[config.mk]
export PLATFORM = sky130hd
export DESIGN_NAME = i2c_master_bit_engine
export DESIGN_NICKNAME = d
export VERILOG_FILES = /design/src/rtl/core/i2cm_pkg.sv /design/src/rtl/core/i2c_master_bit_engine.sv /design/src/rtl/core/i2cm_seq.sv /design/src/rtl/core/i2cm_rsp_buf.sv
export VERILOG_INCLUDE_DIRS = /design/src /design/src/rtl/core
export SDC_FILE = /design/constraint.sdc
export NUM_CORES = 1
export LEC_CHECK = 0
export BUFFER_PORTS_ARGS = -buffer_cell sky130_fd_sc_hd__buf_2
export CORE_MARGIN = 10
export CORE_UTILIZATION = 55
export DETAILED_ROUTE_END_ITERATION = 8
export PLACE_DENSITY = 0.72
export SYNTH_ARGS = -nofsm -noshare
export SYNTH_HDL_FRONTEND = slang
export SYNTH_SLANG_ARGS = --single-unit
[constraint.sdc]
create_clock -name clock -period 7.05 [get_ports clock]
set_input_delay 1.41 -clock clock [delete_from_list [all_inputs] [get_ports clock]]
set_output_delay 1.41 -clock clock [all_outputs]
set_load 0.05 [all_outputs]
[src/rtl/core/i2c_master_bit_engine_assert.svh]
// ----------------------------------------------------------------------------
// i2c master bit engine assertion macros
// concurrent assertion wrappers, empty when SYNTHESIS is defined
// ----------------------------------------------------------------------------
`ifndef I2C_MASTER_BIT_ENGINE_ASSERT_SVH
`define I2C_MASTER_BIT_ENGINE_ASSERT_SVH

`ifndef SYNTHESIS
`define I2CM_ASSERT(lbl, clk, rst, prop) \
   lbl: assert property (@(posedge clk) disable iff (rst) prop) \
      else $error("i2cm assertion failed");
`define I2CM_ASSERT_ALWAYS(lbl, clk, prop) \
   lbl: assert property (@(posedge clk) prop) \
      else $error("i2cm assertion failed");
`else
`define I2CM_ASSERT(lbl, clk, rst, prop)
`define I2CM_ASSERT_ALWAYS(lbl, clk, prop)
`endif

`endif

[src/rtl/core/i2cm_pkg.sv]
// ----------------------------------------------------------------------------
// i2cm_pkg
// shared types and codes of the i2c master bit engine
// ----------------------------------------------------------------------------
package i2cm_pkg;

   localparam logic [2:0] CMD_NONE  = 3'd0;
   localparam logic [2:0] CMD_START = 3'd1;
   localparam logic [2:0] CMD_STOP  = 3'd2;
   localparam logic [2:0] CMD_WRITE = 3'd3;
   localparam logic [2:0] CMD_READ  = 3'd4;

   localparam logic CSR_PHASE_TICKS = 1'b0;
   localparam logic CSR_ACK_TIMEOUT = 1'b1;

   localparam logic [7:0] PHASE_TICKS_RESET = 8'd1;
   localparam logic [7:0] ACK_TIMEOUT_RESET = 8'd200;
   localparam logic [3:0] BITS_PER_BYTE     = 4'd8;

   typedef enum logic [4:0] {
      PH_IDLE = 5'd0,
      PH_S1   = 5'd1,
      PH_S2   = 5'd2,
      PH_S3   = 5'd3,
      PH_S4   = 5'd4,
      PH_P1   = 5'd5,
      PH_P2   = 5'd6,
      PH_P3   = 5'd7,
      PH_WHI  = 5'd8,
      PH_WLO  = 5'd9,
      PH_WNX  = 5'd10,
      PH_WAK  = 5'd11,
      PH_POLL = 5'd12,
      PH_FIN  = 5'd13,
      PH_RNX  = 5'd14,
      PH_RSM  = 5'd15,
      PH_RLO  = 5'd16
   } phase_type;

   typedef struct packed {
      logic [2:0] cmd;
      logic [7:0] write_data;
      logic       wait_ack;
      logic       sda_in;
   } req_type;

   typedef struct packed {
      logic       scl_out;
      logic       sda_out;
      logic       busy_res;
      logic       done_res;
      logic       ack_ok;
      logic [7:0] read_data;
   } rsp_type;

endpackage

[src/rtl/core/i2c_master_bit_engine.sv]
// ----------------------------------------------------------------------------
// i2c_master_bit_engine
// each accepted tick item gives a registered result item in the next cycle
// throughput: one item per cycle, limited only by the single result register
// a stalled result register stalls the input; each item is one timing tick
// synchronous reset: sequencer idle, pins released, phase_ticks 1,
// ack_timeout 200, no result pending
// ----------------------------------------------------------------------------
module i2c_master_bit_engine (
   input  logic              clock,
   input  logic              reset,
   input  logic              req_valid,
   output logic              req_stall,
   input  i2cm_pkg::req_type req_data,
   output logic              rsp_valid,
   input  logic              rsp_stall,
   output i2cm_pkg::rsp_type rsp_data,
   input  logic              csr_we,
   input  logic              csr_index,
   input  logic [7:0]        csr_wdata
);
   import i2cm_pkg::*;

   logic [7:0] phase_ticks_val_ff;
   logic [7:0] ack_timeout_ff;
   logic       accept;
   logic       buf_stall;
   rsp_type    next_rsp;

   always_ff @(posedge clock) begin
      if (reset) begin
         phase_ticks_val_ff <= PHASE_TICKS_RESET;
         ack_timeout_ff     <= ACK_TIMEOUT_RESET;
      end else if (csr_we) begin
         case (csr_index)
            CSR_PHASE_TICKS: phase_ticks_val_ff <= csr_wdata;
            CSR_ACK_TIMEOUT: ack_timeout_ff     <= csr_wdata;
            default: begin
            end
         endcase
      end
   end

   assign req_stall = buf_stall;
   assign accept    = req_valid & ~buf_stall;

   i2cm_seq u_seq (
      .clock       (clock),
      .reset       (reset),
      .accept      (accept),
      .req         (req_data),
      .phase_ticks (phase_ticks_val_ff),
      .ack_timeout (ack_timeout_ff),
      .rsp         (next_rsp)
   );

   i2cm_rsp_buf u_rsp_buf (
      .clock     (clock),
      .reset     (reset),
      .load      (accept),
      .load_data (next_rsp),
      .in_stall  (buf_stall),
      .rsp_valid (rsp_valid),
      .rsp_stall (rsp_stall),
      .rsp_data  (rsp_data)
   );

endmodule

[src/rtl/core/i2cm_seq.sv]
// ----------------------------------------------------------------------------
// i2cm_seq
// pin sequencer state and next-state logic, one step per accepted item
// ----------------------------------------------------------------------------
`include "i2c_master_bit_engine_assert.svh"

module i2cm_seq (
   input  logic             clock,
   input  logic             reset,
   input  logic             accept,
   input  i2cm_pkg::req_type req,
   input  logic [7:0]       phase_ticks,
   input  logic [7:0]       ack_timeout,
   output i2cm_pkg::rsp_type rsp
);
   import i2cm_pkg::*;

   phase_type  phase_ff, phase_in;
   logic [3:0] bit_ff, bit_in;
   logic [7:0] shift_ff, shift_in;
   logic [7:0] delay_ff, delay_in;
   logic [7:0] poll_ff, poll_in;
   logic       scl_ff, scl_in;
   logic       sda_ff, sda_in;
   logic       ack_ff, ack_in;
   logic       wanted_ff, wanted_in;
   logic [7:0] rbyte_ff, rbyte_in;
   logic       done;
   logic [7:0] go_delay;

   assign go_delay = (phase_ticks == 8'd0) ? 8'd1 : phase_ticks;

   always_ff @(posedge clock) begin
      if (reset) begin
         phase_ff  <= PH_IDLE;
         bit_ff    <= 4'd0;
         shift_ff  <= 8'd0;
         delay_ff  <= 8'd0;
         poll_ff   <= 8'd0;
         scl_ff    <= 1'b1;
         sda_ff    <= 1'b1;
         ack_ff    <= 1'b0;
         wanted_ff <= 1'b0;
         rbyte_ff  <= 8'd0;
      end else if (accept) begin
         phase_ff  <= phase_in;
         bit_ff    <= bit_in;
         shift_ff  <= shift_in;
         delay_ff  <= delay_in;
         poll_ff   <= poll_in;
         scl_ff    <= scl_in;
         sda_ff    <= sda_in;
         ack_ff    <= ack_in;
         wanted_ff <= wanted_in;
         rbyte_ff  <= rbyte_in;
      end
   end

   always_comb begin
      phase_in  = phase_ff;
      bit_in    = bit_ff;
      shift_in  = shift_ff;
      delay_in  = delay_ff;
      poll_in   = poll_ff;
      scl_in    = scl_ff;
      sda_in    = sda_ff;
      ack_in    = ack_ff;
      wanted_in = wanted_ff;
      rbyte_in  = rbyte_ff;
      done      = 1'b0;
      if (phase_ff == PH_IDLE) begin
         case (req.cmd)
            CMD_START: begin
               sda_in   = 1'b1;
               phase_in = PH_S1;
               delay_in = go_delay;
            end
            CMD_STOP: begin
               sda_in   = 1'b0;
               phase_in = PH_P1;
               delay_in = go_delay;
            end
            CMD_WRITE: begin
               wanted_in = req.wait_ack;
               sda_in    = req.write_data[7];
               shift_in  = {req.write_data[6:0], 1'b0};
               bit_in    = 4'd1;
               phase_in  = PH_WHI;
               delay_in  = go_delay;
            end
            CMD_READ: begin
               sda_in   = 1'b1;
               shift_in = 8'd0;
               bit_in   = 4'd0;
               phase_in = PH_RNX;
               delay_in = go_delay;
            end
            default: begin
            end
         endcase
      end else if (phase_ff == PH_POLL) begin
         if (!req.sda_in || !wanted_ff) begin
            scl_in   = 1'b0;
            ack_in   = 1'b1;
            phase_in = PH_FIN;
            delay_in = go_delay;
         end else if (poll_ff >= ack_timeout) begin
            scl_in   = 1'b0;
            ack_in   = 1'b0;
            phase_in = PH_FIN;
            delay_in = go_delay;
         end else begin
            poll_in = poll_ff + 8'd1;
         end
      end else if (delay_ff > 8'd1) begin
         delay_in = delay_ff - 8'd1;
      end else begin
         delay_in = go_delay;
         case (phase_ff)
            PH_S1: begin
               scl_in   = 1'b1;
               phase_in = PH_S2;
            end
            PH_S2: begin
               sda_in   = 1'b0;
               phase_in = PH_S3;
            end
            PH_S3: begin
               scl_in   = 1'b0;
               phase_in = PH_S4;
            end
            PH_P1: begin
               scl_in   = 1'b1;
               phase_in = PH_P2;
            end
            PH_P2: begin
               sda_in   = 1'b1;
               phase_in = PH_P3;
            end
            PH_WHI: begin
               scl_in   = 1'b1;
               phase_in = PH_WLO;
            end
            PH_WLO: begin
               scl_in   = 1'b0;
               phase_in = PH_WNX;
            end
            PH_WNX: begin
               if (bit_ff < BITS_PER_BYTE) begin
                  sda_in   = shift_ff[7];
                  shift_in = {shift_ff[6:0], 1'b0};
                  bit_in   = bit_ff + 4'd1;
                  phase_in = PH_WHI;
               end else begin
                  sda_in   = 1'b1;
                  phase_in = PH_WAK;
               end
            end
            PH_WAK: begin
               scl_in   = 1'b1;
               poll_in  = 8'd0;
               phase_in = PH_POLL;
               delay_in = 8'd0;
            end
            PH_RNX: begin
               if (bit_ff < BITS_PER_BYTE) begin
                  scl_in   = 1'b1;
                  phase_in = PH_RSM;
               end else begin
                  rbyte_in = shift_ff;
                  phase_in = PH_IDLE;
                  delay_in = 8'd0;
                  done     = 1'b1;
               end
            end
            PH_RSM: begin
               shift_in = {shift_ff[6:0], req.sda_in};
               bit_in   = bit_ff + 4'd1;
               phase_in = PH_RLO;
            end
            PH_RLO: begin
               scl_in   = 1'b0;
               phase_in = PH_RNX;
            end
            default: begin
               // end of start, stop or write
               phase_in = PH_IDLE;
               delay_in = 8'd0;
               done     = 1'b1;
            end
         endcase
      end
   end

   always_comb begin
      rsp.scl_out   = scl_in;
      rsp.sda_out   = sda_in;
      rsp.busy_res  = (phase_in != PH_IDLE);
      rsp.done_res  = done;
      rsp.ack_ok    = ack_in;
      rsp.read_data = rbyte_in;
   end

   `I2CM_ASSERT(a_done_to_idle, clock, reset, accept && done |=> phase_ff == PH_IDLE)
   `I2CM_ASSERT(a_bit_range, clock, reset, bit_ff <= BITS_PER_BYTE)
   `I2CM_ASSERT(a_delay_armed, clock, reset,
      (phase_ff != PH_IDLE && phase_ff != PH_POLL) |-> delay_ff != 8'd0)
   `I2CM_ASSERT_ALWAYS(a_reset_released, clock,
      reset |=> (phase_ff == PH_IDLE && scl_ff && sda_ff))

endmodule

[src/rtl/core/i2cm_rsp_buf.sv]
// ----------------------------------------------------------------------------
// i2cm_rsp_buf
// result register that holds an item until the consumer takes it
// ----------------------------------------------------------------------------
module i2cm_rsp_buf (
   input  logic              clock,
   input  logic              reset,
   input  logic              load,
   input  i2cm_pkg::rsp_type load_data,
   output logic              in_stall,
   output logic              rsp_valid,
   input  logic              rsp_stall,
   output i2cm_pkg::rsp_type rsp_data
);
   import i2cm_pkg::*;

   logic    valid_ff, valid_in;
   rsp_type data_ff;

   assign in_stall = valid_ff & rsp_stall;
   assign valid_in = load | (valid_ff & rsp_stall);

   always_ff @(posedge clock) begin
      if (reset) begin
         valid_ff <= 1'b0;
      end else begin
         valid_ff <= valid_in;
      end
   end

   always_ff @(posedge clock) begin
      if (load) begin
         data_ff <= load_data;
      end
   end

   assign rsp_valid = valid_ff;
   assign rsp_data  = data_ff;

endmodule

* Yosys cells after proc, flatten, opt, wreduce, memory -nomap -nowiden
Cells that the tools add are included.
Cells by class: bitwise logic cells 6, $add $sub $neg 3, equality and inequality tests 26, mux-type cells 59, $lt $le $gt $ge 3, reduce and logical (&&, ||, !) cells 21
Operators with widths (number):
- two-way mux 8 bit | 22
- case mux 5 bit (12 select lines) | 1
- case mux 8 bit (2 select lines) | 3
- == test 5 x 4 -> 1 bit (second input constant) | 7
- two-way mux 5 bit | 5
- two-way mux 4 bit | 5
- case mux 5 bit (4 select lines) | 1
- case mux 4 bit (2 select lines) | 2
- two-way mux 1 bit | 15
- AND reduction 6 bit | 2
- OR reduction 11 bit | 1
- == test 5 x 2 -> 1 bit (second input constant) | 2
- == test 5 x 3 -> 1 bit (second input constant) | 2
- OR reduction 10 bit | 1
- case mux 1 bit (3 select lines) | 3
- adder 8 x 1 -> 8 bit (second input constant) | 1
- >= comparator 8 bit | 1
- > comparator 8 x 1 -> 1 bit (second input constant) | 1
- zero test 8 bit | 1
- OR reduction 4 bit | 2
- subtractor 8 x 1 -> 8 bit (second input constant) | 1
- == test 3 x 2 -> 1 bit (second input constant) | 2
- != test 2 x 1 -> 1 bit (second input constant) | 3
- != test 2 bit (second input constant) | 3
- 24 further kinds | 31
Word-level totals: register bits 75, input bits 27, output and inout bits 15, word-level logic and storage cells 137

* Longest topological paths before layout
Gate-level depths: netlist (run 1).
depth after elaboration 7, gate-level depth with buffers 10, mapped depth without buffers 8

* Modules after synthesis
A second synthesis (run 1) with hierarchy kept.
Unflattened totals: cells, all modules 547, area, all modules 4495.6 um^2
Modules (own cells, without submodules):
- i2cm_seq | instances 1, sequential area each 900.9 um^2, area an instance 3372.0 um^2, cells an instance 463
- i2c_master_bit_engine | instances 1, sequential area each 320.3 um^2, area an instance 696.9 um^2, cells an instance 67
- i2cm_rsp_buf | instances 1, sequential area each 410.4 um^2, area an instance 426.7 um^2, cells an instance 17

* Worst setup path after synthesis (run 1)
OpenSTA, ideal clock, no wires.
path type in2reg, from input port req_data[12] (netlist name), to register u_seq.shift_ff[0], arrival time 3.204 ns, stages 8, buffers on the path 2, setup slack 3.776 ns, setup time 0.071 ns, cells stage by stage clkbuf_1 or3b_2 clkbuf_1 nand2_1 nand2_1 a21oi_4 or3b_1 a21oi_1
On the way: longest elaborated chain between the ends 3
RTL lines:
- from (decl) | RTL line i2c_master_bit_engine.sv:14 | input i2cm_pkg::req_type req_data,
- == test 3 bit or == test 3 x 2 -> 1 bit (tied branches) | RTL line i2cm_seq.sv:72 | case (req.cmd)
- != test 3 bit (no source line) *
- AND reduction 6 bit (no source line) *
- to (signal assigned) | RTL line i2cm_seq.sv:48 | shift_ff <= shift_in;
- to (decl) | RTL line i2cm_seq.sv:20 | logic [7:0] shift_ff, shift_in;
Mark *: on every way between the ends. The rest lies on a longest branch, timed or not. A chain may end at the register's enable or synchronous reset.

* Final worst setup path (run 1)
from input port rsp_stall, to register u_seq.poll_ff[7]
On the way: longest elaborated chain between the ends 4
RTL lines:
- from (decl) | RTL line i2c_master_bit_engine.sv:16 | input logic rsp_stall,
- bitwise AND 1 bit | RTL line i2cm_rsp_buf.sv:20 | assign in_stall = valid_ff & rsp_stall;
- NOT 1 bit | RTL line i2c_master_bit_engine.sv:45 | assign accept = req_valid & ~buf_stall;
- bitwise AND 1 bit | RTL line i2c_master_bit_engine.sv:45
- AND reduction 6 bit (no source line)
- to (signal assigned) | RTL line i2cm_seq.sv:50 | poll_ff <= poll_in;
- to (decl) | RTL line i2cm_seq.sv:22 | logic [7:0] poll_ff, poll_in;
No other way between the ends.

==> results of run 1 <==
-- power breakdown --
part / internal (uW) / switching [uW] / leakage (uW)
Combinational: 119 / 223 / 0.00102
Sequential: 464 / 39.2 / 0.000631
Clock: 137 / 186 / 0.0000990
Total: 720 / 448 / 0.00175
-- synth_stat cells, types with 4 or more instances --
library cell	count	area, um2
nand2_1	83	311.6
dfxtp_1	62	1241
a21oi_1	50	250.2
nor2_1	44	165.2
clkbuf_1	29	108.9
inv_1	28	105.1
o21ai_0	24	120.1
nand3_1	16	80.08
edfxtp_1	13	390.4
ha_1	12	150.1
nor3_1	12	60.06
a211oi_1	11	82.58
nand2b_1	9	56.30
a311oi_1	8	70.07
mux2_2	8	90.09
nand3b_1	8	60.06
nand4_1	8	50.05
and3_1	7	43.79
or3_1	7	43.79
or4_1	7	52.55
nor2b_1	6	37.54
o31ai_1	6	45.04
o22ai_1	5	31.28
a31oi_1	4	25.02
and2_1	4	25.02
buf_1	4	15.01
mux2i_1	4	40.04
nor4_1	4	25.02
o211ai_1	4	30.03
o32ai_1	4	35.03
-- sequential cells by signal, summed over array words and instances (netlist names), 4 cells and up --
name and cells:
ack_timeout_ff 8, phase_ticks_val_ff 8, u_rsp_buf.rsp_data 13, u_seq.bit_ff 4
u_seq.delay_ff 8, u_seq.phase_ff 5, u_seq.poll_ff 8, u_seq.rbyte_ff 8
u_seq.shift_ff 8
-- layout make-up --
type,instances,area (um2),area share
multi-input cells,400,2391,0.5111
flip-flops and latches,75,1632,0.3488
inverters,28,105.1,0.02247
clock inverters,7,63.81,0.01364
well taps,102,127.6,0.02728
repair buffers,45,235.2,0.05028
clock buffers,9,123.9,0.02648
-- kinds of logic (layout without fill, tap and decap cells) --
kind of cell / count (synthesis) / count (layout) / synth area share
mux: 12 / 12 / 0.03056
xor+xnor: 5 / 5 / 0.01029
buf+inv: 63 / 89 / 0.05671
fa+ha+maj: 12 / 12 / 0.03526
compound gates: 143 / 143 / 0.2169
simple gates: 228 / 228 / 0.2671
flops: 75 / 75 / 0.3832
-- final timing paths --
| path | start | endpoint | slack (ns) | cells past startpoint |
|---|---|---|---|---|
| setup / recovery | rsp_stall | u_seq.poll_ff[7] | 3.77 | 7 |
| hold / removal | u_seq.rbyte_ff[7] | u_seq.rbyte_ff[7] | 0.46 | 2 |
| setup reg to reg | u_seq.delay_ff[2] | u_seq.shift_ff[0] | 3.78 | 6 |
| hold reg to reg | u_seq.rbyte_ff[7] | u_seq.rbyte_ff[7] | 0.46 | 2 |
-- worst register-to-register path, stage by stage (launching register included) --
cell,delay (ns)
dfxtp_1,0.38
or4_4,0.58
or3_1,0.65
or4b_4,0.66
a21oi_4,0.40
or3b_1,0.38
a21oi_1,0.14
-- metrics by stage --
| stage | power, uW | cell area (um2) |
|---|---|---|
| after floorplan | 766.5 | 4258 |
| after global placement | 840.5 | 4491 |
| after detailed placement | 846.1 | 4491 |
| after CTS | 1167 | 4678 |
| after global routing | 1238 | 4678 |
| final | 1168 | 4678 |
-- metal layers --
layer,track usage,vias to the layer above
li1,-,1988
met2,0.2828,143
met5,0,-
met4,0.06202,2
met3,0.05235,24
met1,0.2309,1849
-- placed cells by master, fill, tap and decap left out, types with 6 or more instances in the layout --
master	Yosys	final
a211oi_1	11	11
a21oi_1	50	50
a311oi_1	8	8
and3_1	7	7
buf_2	1	41
clkbuf_8	0	9
dfxtp_1	62	62
edfxtp_1	13	13
ha_1	12	12
inv_1	28	28
mux2_2	8	8
nand2_1	83	83
nand2b_1	9	9
nand3_1	16	16
nand3b_1	8	8
nand4_1	8	8
nor2_1	44	44
nor2b_1	6	6
nor3_1	12	12
o21ai_0	24	24
o31ai_1	6	6
or3_1	7	7
or4_1	7	7
==> impl_metrics.toml, run 1 <==
[yosys]
async_flop_share = 0
yosys_warnings = 0
avgSynthCellArea_um2 = 7.914
syn_inst = 538
ys_seq_elements = 75
synth_edf_count = 13
syn_nets = 577
seq_area_frac_synth = 0.3832
ys.flop_type = "dfxtp_1"
synth_area_mm2 = 0.004258
synthDistinctLibCells = 63

[final_layout]
area_growth_pct = 9.874
nets = 598
antenna_cells = 0
fill_cells = 713
finalNonFillerCells = 666
drive_above_1_share = 0.1401
fin_util = 0.6117

[power_and_ir_drop]
power.leakage_uw = 0.001754
powerDensity_mw_per_mm2 = 249.6
ir_drop_mv = 0.1108

[route]
wire_per_inst_um = 15.70
via_per_inst = 6.015
vias = 4006
met3RoutedLength_um = 824
drc = 0
met1_length_mm = 4.618
ant_nets = 0
initialDrtViolationCount = 338
routed_wl_mm = 10.46
met2_length_mm = 4.817
routed.top_layer = "met5"
drt-pass1-iter-count = 5

[die]
die_w_um = 108.0
ios = 42
die_h_um = 108.0
initial_core_util = 0.5568
fp-row-count = 32
dieArea_mm2 = 0.01166
core_mm2 = 0.007647

[placed_design]
port_buffers = 41
pre_cts_ws_ns = 3.467
routabilityCongestion = 0.9228
dp.cells = 650
place.detailed.hpwl_mm = 7.413

[timing]
min_period_ns = 3.281
hold_ws_ns = 0.4561
min_period_over_period = 0.4654
layout_setup_ws_ns = 3.769
rsz0062_at_grt = "no"
drv_slew = 0
max-slew-margin-rel = 0.2755
tightest_slew_ns = 1.087
setup_viol = 0
timing_hold_violations_final = 0
fmax_mhz = 304.8
clock_skew_ns = 0.01561
fin_tns_setup_ns = 0

[worst_setup_path]
crit_type = "in -> reg"
path_max_fanout = 17
crit_buf_inv = 1
critPathCaptureType = "flop"
slowest_delay_ns = 0.67
startpoint_type = "input pin"
crit_family = "simple AND/OR/NAND/NOR gates"
slowest_stage = "or4b_2"
critPathRequiredTime_ns = 7.34
path_cells = "buf_2 -> nand2_1 -> nand2_1 -> a211oi_1 -> nand2_1 -> or4b_2 -> a21oi_1"
cpMostUsedCell = "nand2_1"
cp.arrival_ns = 3.57

[clocking]
insertion_delay_ns = 0.36
cts_root_buf = "clkbuf_8"
cts_tree = "built"
postCtsHoldBufs = 0
clk_path_buf_depth = 2
cts_sinks = 75
cts_buffers = 9
cts_max_level = 3
cts_setup_buffers = 0
cts.repair.resized = 0
path_clk_slew_ns = 0.09

[grt]
grt_pass1_wl_mm = 17.54
grt_usage = 0.1800
grt_pass1_vias = 3753
grt_max_degree = 60
grt_overflow_total = 0
antenna_found_initial = 1

[flow_run]
maxCapViolations = 0

[run_status]
status = "complete, no violations"

[hold_path]
hp-class = "reg -> reg"
No activity file was read; power rests on OpenSTA's default activity.
==> run 2: changes to the inputs <==
Settings changed: CORE_UTILIZATION 55 to 54, PLACE_DENSITY 0.72 to 0.74.
Clock period 7.05 ns to 2.9 ns, I/O delays scaled along.
==> run 2 against run 1 <==
Die area is 1.5% higher. First-iteration DRC count is 2.4% higher. Global-route usage is 0.56 points higher. Flip-flop and latch count stayed put. Sequential power is 130% higher. Clock power is 140% higher. Total power is 150% higher. Non-clock buffer count is 17 higher. Via count is 2.3% higher. Sequential share of layout area is 0.97 points lower.
==> impl_metrics.toml, run 2 (synthesized netlist as in run 1, its figures left out) <==
[timing]
hold_ws_ns = 0.4491
timing_hold_violations_final = 0
drv_slew = 0
min_period_over_period = 0.9266
fin_tns_setup_ns = 0
rsz0062_at_grt = "no"
min_period_ns = 2.687
setup_viol = 0
clock_skew_ns = 0.01232
tightest_slew_ns = 0.7185
fmax_mhz = 372.2
max-slew-margin-rel = 0.5205

[grt]
grt_overflow_total = 0
antenna_found_initial = 0
grt_max_degree = 36
grt_usage = 0.1856
grt_pass1_vias = 3964
grt_pass1_wl_mm = 18.06

[die]
die_h_um = 108.8
die_w_um = 108.8
core_mm2 = 0.007687
dieArea_mm2 = 0.01184
ios = 42
initial_core_util = 0.5539
fp-row-count = 32

[worst_setup_path]
crit_family = "simple AND/OR/NAND/NOR gates"
crit_buf_inv = 1
slowest_stage = "or4b_4"
timing.rr.end = "u_seq.shift_ff[7]"
reg2reg_slack_ns = 0.21
critPathCaptureType = "flop"
slowest_delay_ns = 0.58
critPathRequiredTime_ns = 3.17
path_max_fanout = 9
crit-reg2reg-launch = "u_seq.delay_ff[2]"
cp.arrival_ns = 2.95
path_cells = "or4_4 -> or3_1 -> or4b_4 -> a21oi_4 -> buf_4 -> nor2_1 -> a311oi_1"
crit_type = "reg -> reg"
rr_worst_depth = 7
startpoint_type = "flop"

[placed_design]
port_buffers = 41
dp.cells = 667
place.detailed.hpwl_mm = 7.867
routabilityCongestion = 0.9017

[run_status]
status = "complete, no violations"

[clocking]
path_clk_slew_ns = 0.09
cts_sinks = 75
cts_setup_buffers = 0
cts_tree = "built"
insertion_delay_ns = 0.36
cts_max_level = 3
postCtsHoldBufs = 0
cts_root_buf = "clkbuf_8"
cts.repair.resized = 0
cts_buffers = 9
clk_path_buf_depth = 2

[final_layout]
final_cell_mix = "nand2_1 (83), dfxtp_1 (62), a21oi_1 (50)"
area_growth_pct = 13.02
layout_commonest_cell = "nand2_1"
largest_register_ffs = 13
finalNonFillerCells = 683
antenna_cells = 0
nets = 615
drive_above_1_share = 0.1652

[hold_path]
hp-class = "in -> reg"
hp-start = "req_valid"
hold_depth = 3
hold_end = "u_rsp_buf.rsp_valid"

[route]
ant_nets = 0
drt-pass1-iter-count = 6
vias = 4097
wire_per_inst_um = 15.64
routed_wl_mm = 10.69
initialDrtViolationCount = 346
via_per_inst = 5.999
drc = 0

[power_and_ir_drop]
power.leakage_uw = 0.001835
ir_drop_mv = 0.3235
finalPower_uw = 2892
powerDensity_mw_per_mm2 = 601.0

[flow_run]
maxCapViolations = 0
run 2: worst max-delay path by stage:
stage,startpoint,to,slack [ns],cells past startpoint
final,u_seq.delay_ff[2],u_seq.shift_ff[7],0.21,7
after global routing,u_seq.delay_ff[2],u_seq.rbyte_ff[4],0.07,8
after CTS,u_seq.delay_ff[2],u_seq.shift_ff[7],0.22,7
after detailed placement,u_seq.delay_ff[2],u_seq.shift_ff[7],0.23,7
after global placement,u_seq.delay_ff[2],u_seq.shift_ff[0],0.30,6
after floorplan,u_seq.delay_ff[2],u_seq.shift_ff[0],0.19,7
run 2: routing by layer:
layer | up-vias | share of wire | global-route usage
li1 | 2026 | - | -
met1 | 1894 | 0.43 | 0.2245
met2 | 149 | 0.47 | 0.3004
met3 | 28 | 0.073 | 0.04425
met4 | 0 | 0.023 | 0.09793
met5 | - | 0 | 0
run 2: where the power goes:
group / total [uW] / switching, uW / internal, uW / leakage (uW)
Sequential: 1180 / 51.8 / 1130 / 0.000631
Clock: 781 / 447 / 334 / 0.0000955
Combinational: 932 / 594 / 337 / 0.00111
run 2: worst register-to-register path, delay by kind of cell, from the launching register on:
family / cells / cell delay [ns]
AOI/OAI and AO/OA: 2 / 0.44
buffers and inverters: 1 / 0.17
DFF: 1 / 0.38
and+or+nand+nor: 4 / 1.61
run 2: stage by stage:
step                cell area [um2]  utilization  setup WS (ns)
floorplan                      4258            -         0.1865
global placement               4618       0.6007         0.2990
CTS                            4812       0.6260         0.2174
finish                         4812       0.6260         0.2130
global route                   4812       0.6260        0.06979
detailed placement             4618       0.6007         0.2325
run 2: layout make-up:
cell class,instances,area (um2)
clock buffers,9,123.9
clock inverters,7,70.07
fillers,706,2875
inverters,28,105.1
multi-input cells,400,2391
flip-flops and latches,75,1632
well taps,102,127.6
repair buffers,62,362.8
==> run 3: changes to the inputs <==
--- a/config.mk
+++ b/config.mk
@@ -9,2 +9,3 @@
 export BUFFER_PORTS_ARGS = -buffer_cell sky130_fd_sc_hd__buf_2
+export CORE_ASPECT_RATIO = 0.9
 export CORE_MARGIN = 10
--- a/constraint.sdc
+++ b/constraint.sdc
@@ -3,2 +3,2 @@
 set_output_delay 0.58 -clock clock [all_outputs]
-set_load 0.05 [all_outputs]
+set_load 0.01 [all_outputs]
==> run 3 against run 2 <==
Cell area grew 0.68%. Largest power group unchanged. Register-to-register slack worse by 0.02 ns. Critical path type unchanged. Count of clock-buffer cells in the layout increased by 1.
==> impl_metrics.toml, run 3 (synthesized netlist as in run 1, its figures left out) <==
[route]
routed_wl_mm = 11.20
via_per_inst = 6.053
wire_per_inst_um = 16.54
initialDrtViolationCount = 360
drt-pass1-iter-count = 5
ant_nets = 0
vias = 4098
drc = 0

[grt]
grt_pass1_wl_mm = 18.66
antenna_found_initial = 0
grt_pass1_vias = 3864
grt_max_degree = 32
grt_usage = 0.1849
grt_overflow_total = 0

[clocking]
cts_sinks = 75
cts_tree = "built"
path_clk_slew_ns = 0.09
cts_buffers = 9
cts_root_buf = "clkbuf_8"
cts_max_level = 3
insertion_delay_ns = 0.35
postCtsHoldBufs = 0
clk_path_buf_depth = 2

[power_and_ir_drop]
finalPower_uw = 2979
power.leakage_uw = 0.001860
ir_drop_mv = 0.3299
powerDensity_mw_per_mm2 = 615.0

[die]
core_mm2 = 0.007620
dieArea_mm2 = 0.01184
die_h_um = 104.2
die_w_um = 113.6
initial_core_util = 0.5588
fp-row-count = 30
ios = 42

[worst_setup_path]
path_max_fanout = 16
rr_worst_depth = 7
slowest_stage = "or4b_4"
startpoint_type = "flop"
critPathRequiredTime_ns = 3.16
slowest_delay_ns = 0.59
crit_family = "simple AND/OR/NAND/NOR gates"
path_cells = "or4_4 -> or3_1 -> or4b_4 -> a21oi_4 -> buf_4 -> nor2_1 -> a311oi_1"
crit_buf_inv = 1
crit_start = "u_seq.delay_ff[2]"
critPathCaptureType = "flop"
cp_num_cells = 7
crit-reg2reg-launch = "u_seq.delay_ff[2]"
cp.arrival_ns = 2.96
crit_type = "reg -> reg"

[final_layout]
area_growth_pct = 13.78
layout_commonest_cell = "nand2_1"
largest_register_ffs = 13
antenna_cells = 0
final_cell_mix = "nand2_1 (83), dfxtp_1 (62), a21oi_1 (50)"
drive_above_1_share = 0.1635
nets = 615
fin_util = 0.6358

[timing]
fmax_mhz = 369.9
tightest_slew_ns = 0.7181
timing_hold_violations_final = 0
fin_tns_setup_ns = 0
hold_ws_ns = 0.4564
drv_slew = 0
min_period_over_period = 0.9322
clock_skew_ns = 0.005930
rsz0062_at_grt = "no"
setup_viol = 0
min_period_ns = 2.703
max-slew-margin-rel = 0.5208

[hold_path]
hp-class = "in -> reg"
hold_depth = 3
hp-start = "req_valid"

[placed_design]
place.detailed.hpwl_mm = 8.049
port_buffers = 41
routabilityCongestion = 0.9261

[flow_run]
maxCapViolations = 0

[run_status]
status = "complete, no violations"
-- run 3: cell types whose count changed in the layout (fill, tap and decap cells not counted), sizes merged --
cell	previous run	this run
clkinvlp	1	0
bufinv	0	2
inv	32	30
clkbuf	9	10
-- run 3: cell type report --
class / instances / area [um2]
Sequential cell: 75 / 1632
Timing Repair Buffer: 62 / 362.8
Clock buffer: 10 / 127.6
Fill cell: 668 / 2775
Clock inverter: 6 / 97.59
Multi-Input combinational cell: 400 / 2400
Tap cell: 96 / 120.1
Inverter: 28 / 105.1
-- run 3: worst reg2reg max path, stage by stage (launching register included) --
cell and delay [ns]:
dfxtp_1 0.37, or4_4 0.58, or3_1 0.41, or4b_4 0.59, a21oi_4 0.16, buf_4 0.21
nor2_1 0.06, a311oi_1 0.25
-- run 3: where the power goes --
part	internal (uW)	switching, uW	total, uW
registers	1130	50.1	1180
clock network	497	415	912
logic	339	551	890
total	1960	1020	2980
-- run 3: final timing paths --
check                                           end  slack [ns]
worst min register to register    u_seq.rbyte_ff[6]        0.46
worst max register to register    u_seq.shift_ff[1]        0.20
worst min-delay path            u_rsp_buf.rsp_valid        0.46
worst max-delay path              u_seq.shift_ff[1]        0.20
-- run 3: timing repair --
| action | in CTS | in global routing |
|---|---|---|
| gates resized for setup | 0 | 1 |
| buffers inserted | 0 | 0 |
| setup endpoints to repair | 0 | 1 |
-- run 3: per-layer routing --
metal / GRT usage / vias up / wire length (um)
li1: - / 2026 / -
met1: 0.2444 / 1926 / 4968
met2: 0.2958 / 136 / 5431
met3: 0.03864 / 10 / 694
met4: 0.04801 / 0 / 101
met5: 0 / - / 0
-- run 3: through the flow --
step / setup slack [ns] / cell area (um2) / std cells
2_1_floorplan: 0.1865 / 4258 / 538
3_3_place_gp: 0.2834 / 4611 / 661
3_5_place_dp: 0.2036 / 4611 / 661
4_1_cts: 0.1816 / 4836 / 677
5_1_grt: 0.004399 / 4845 / 677
6_report: 0.1966 / 4845 / 677
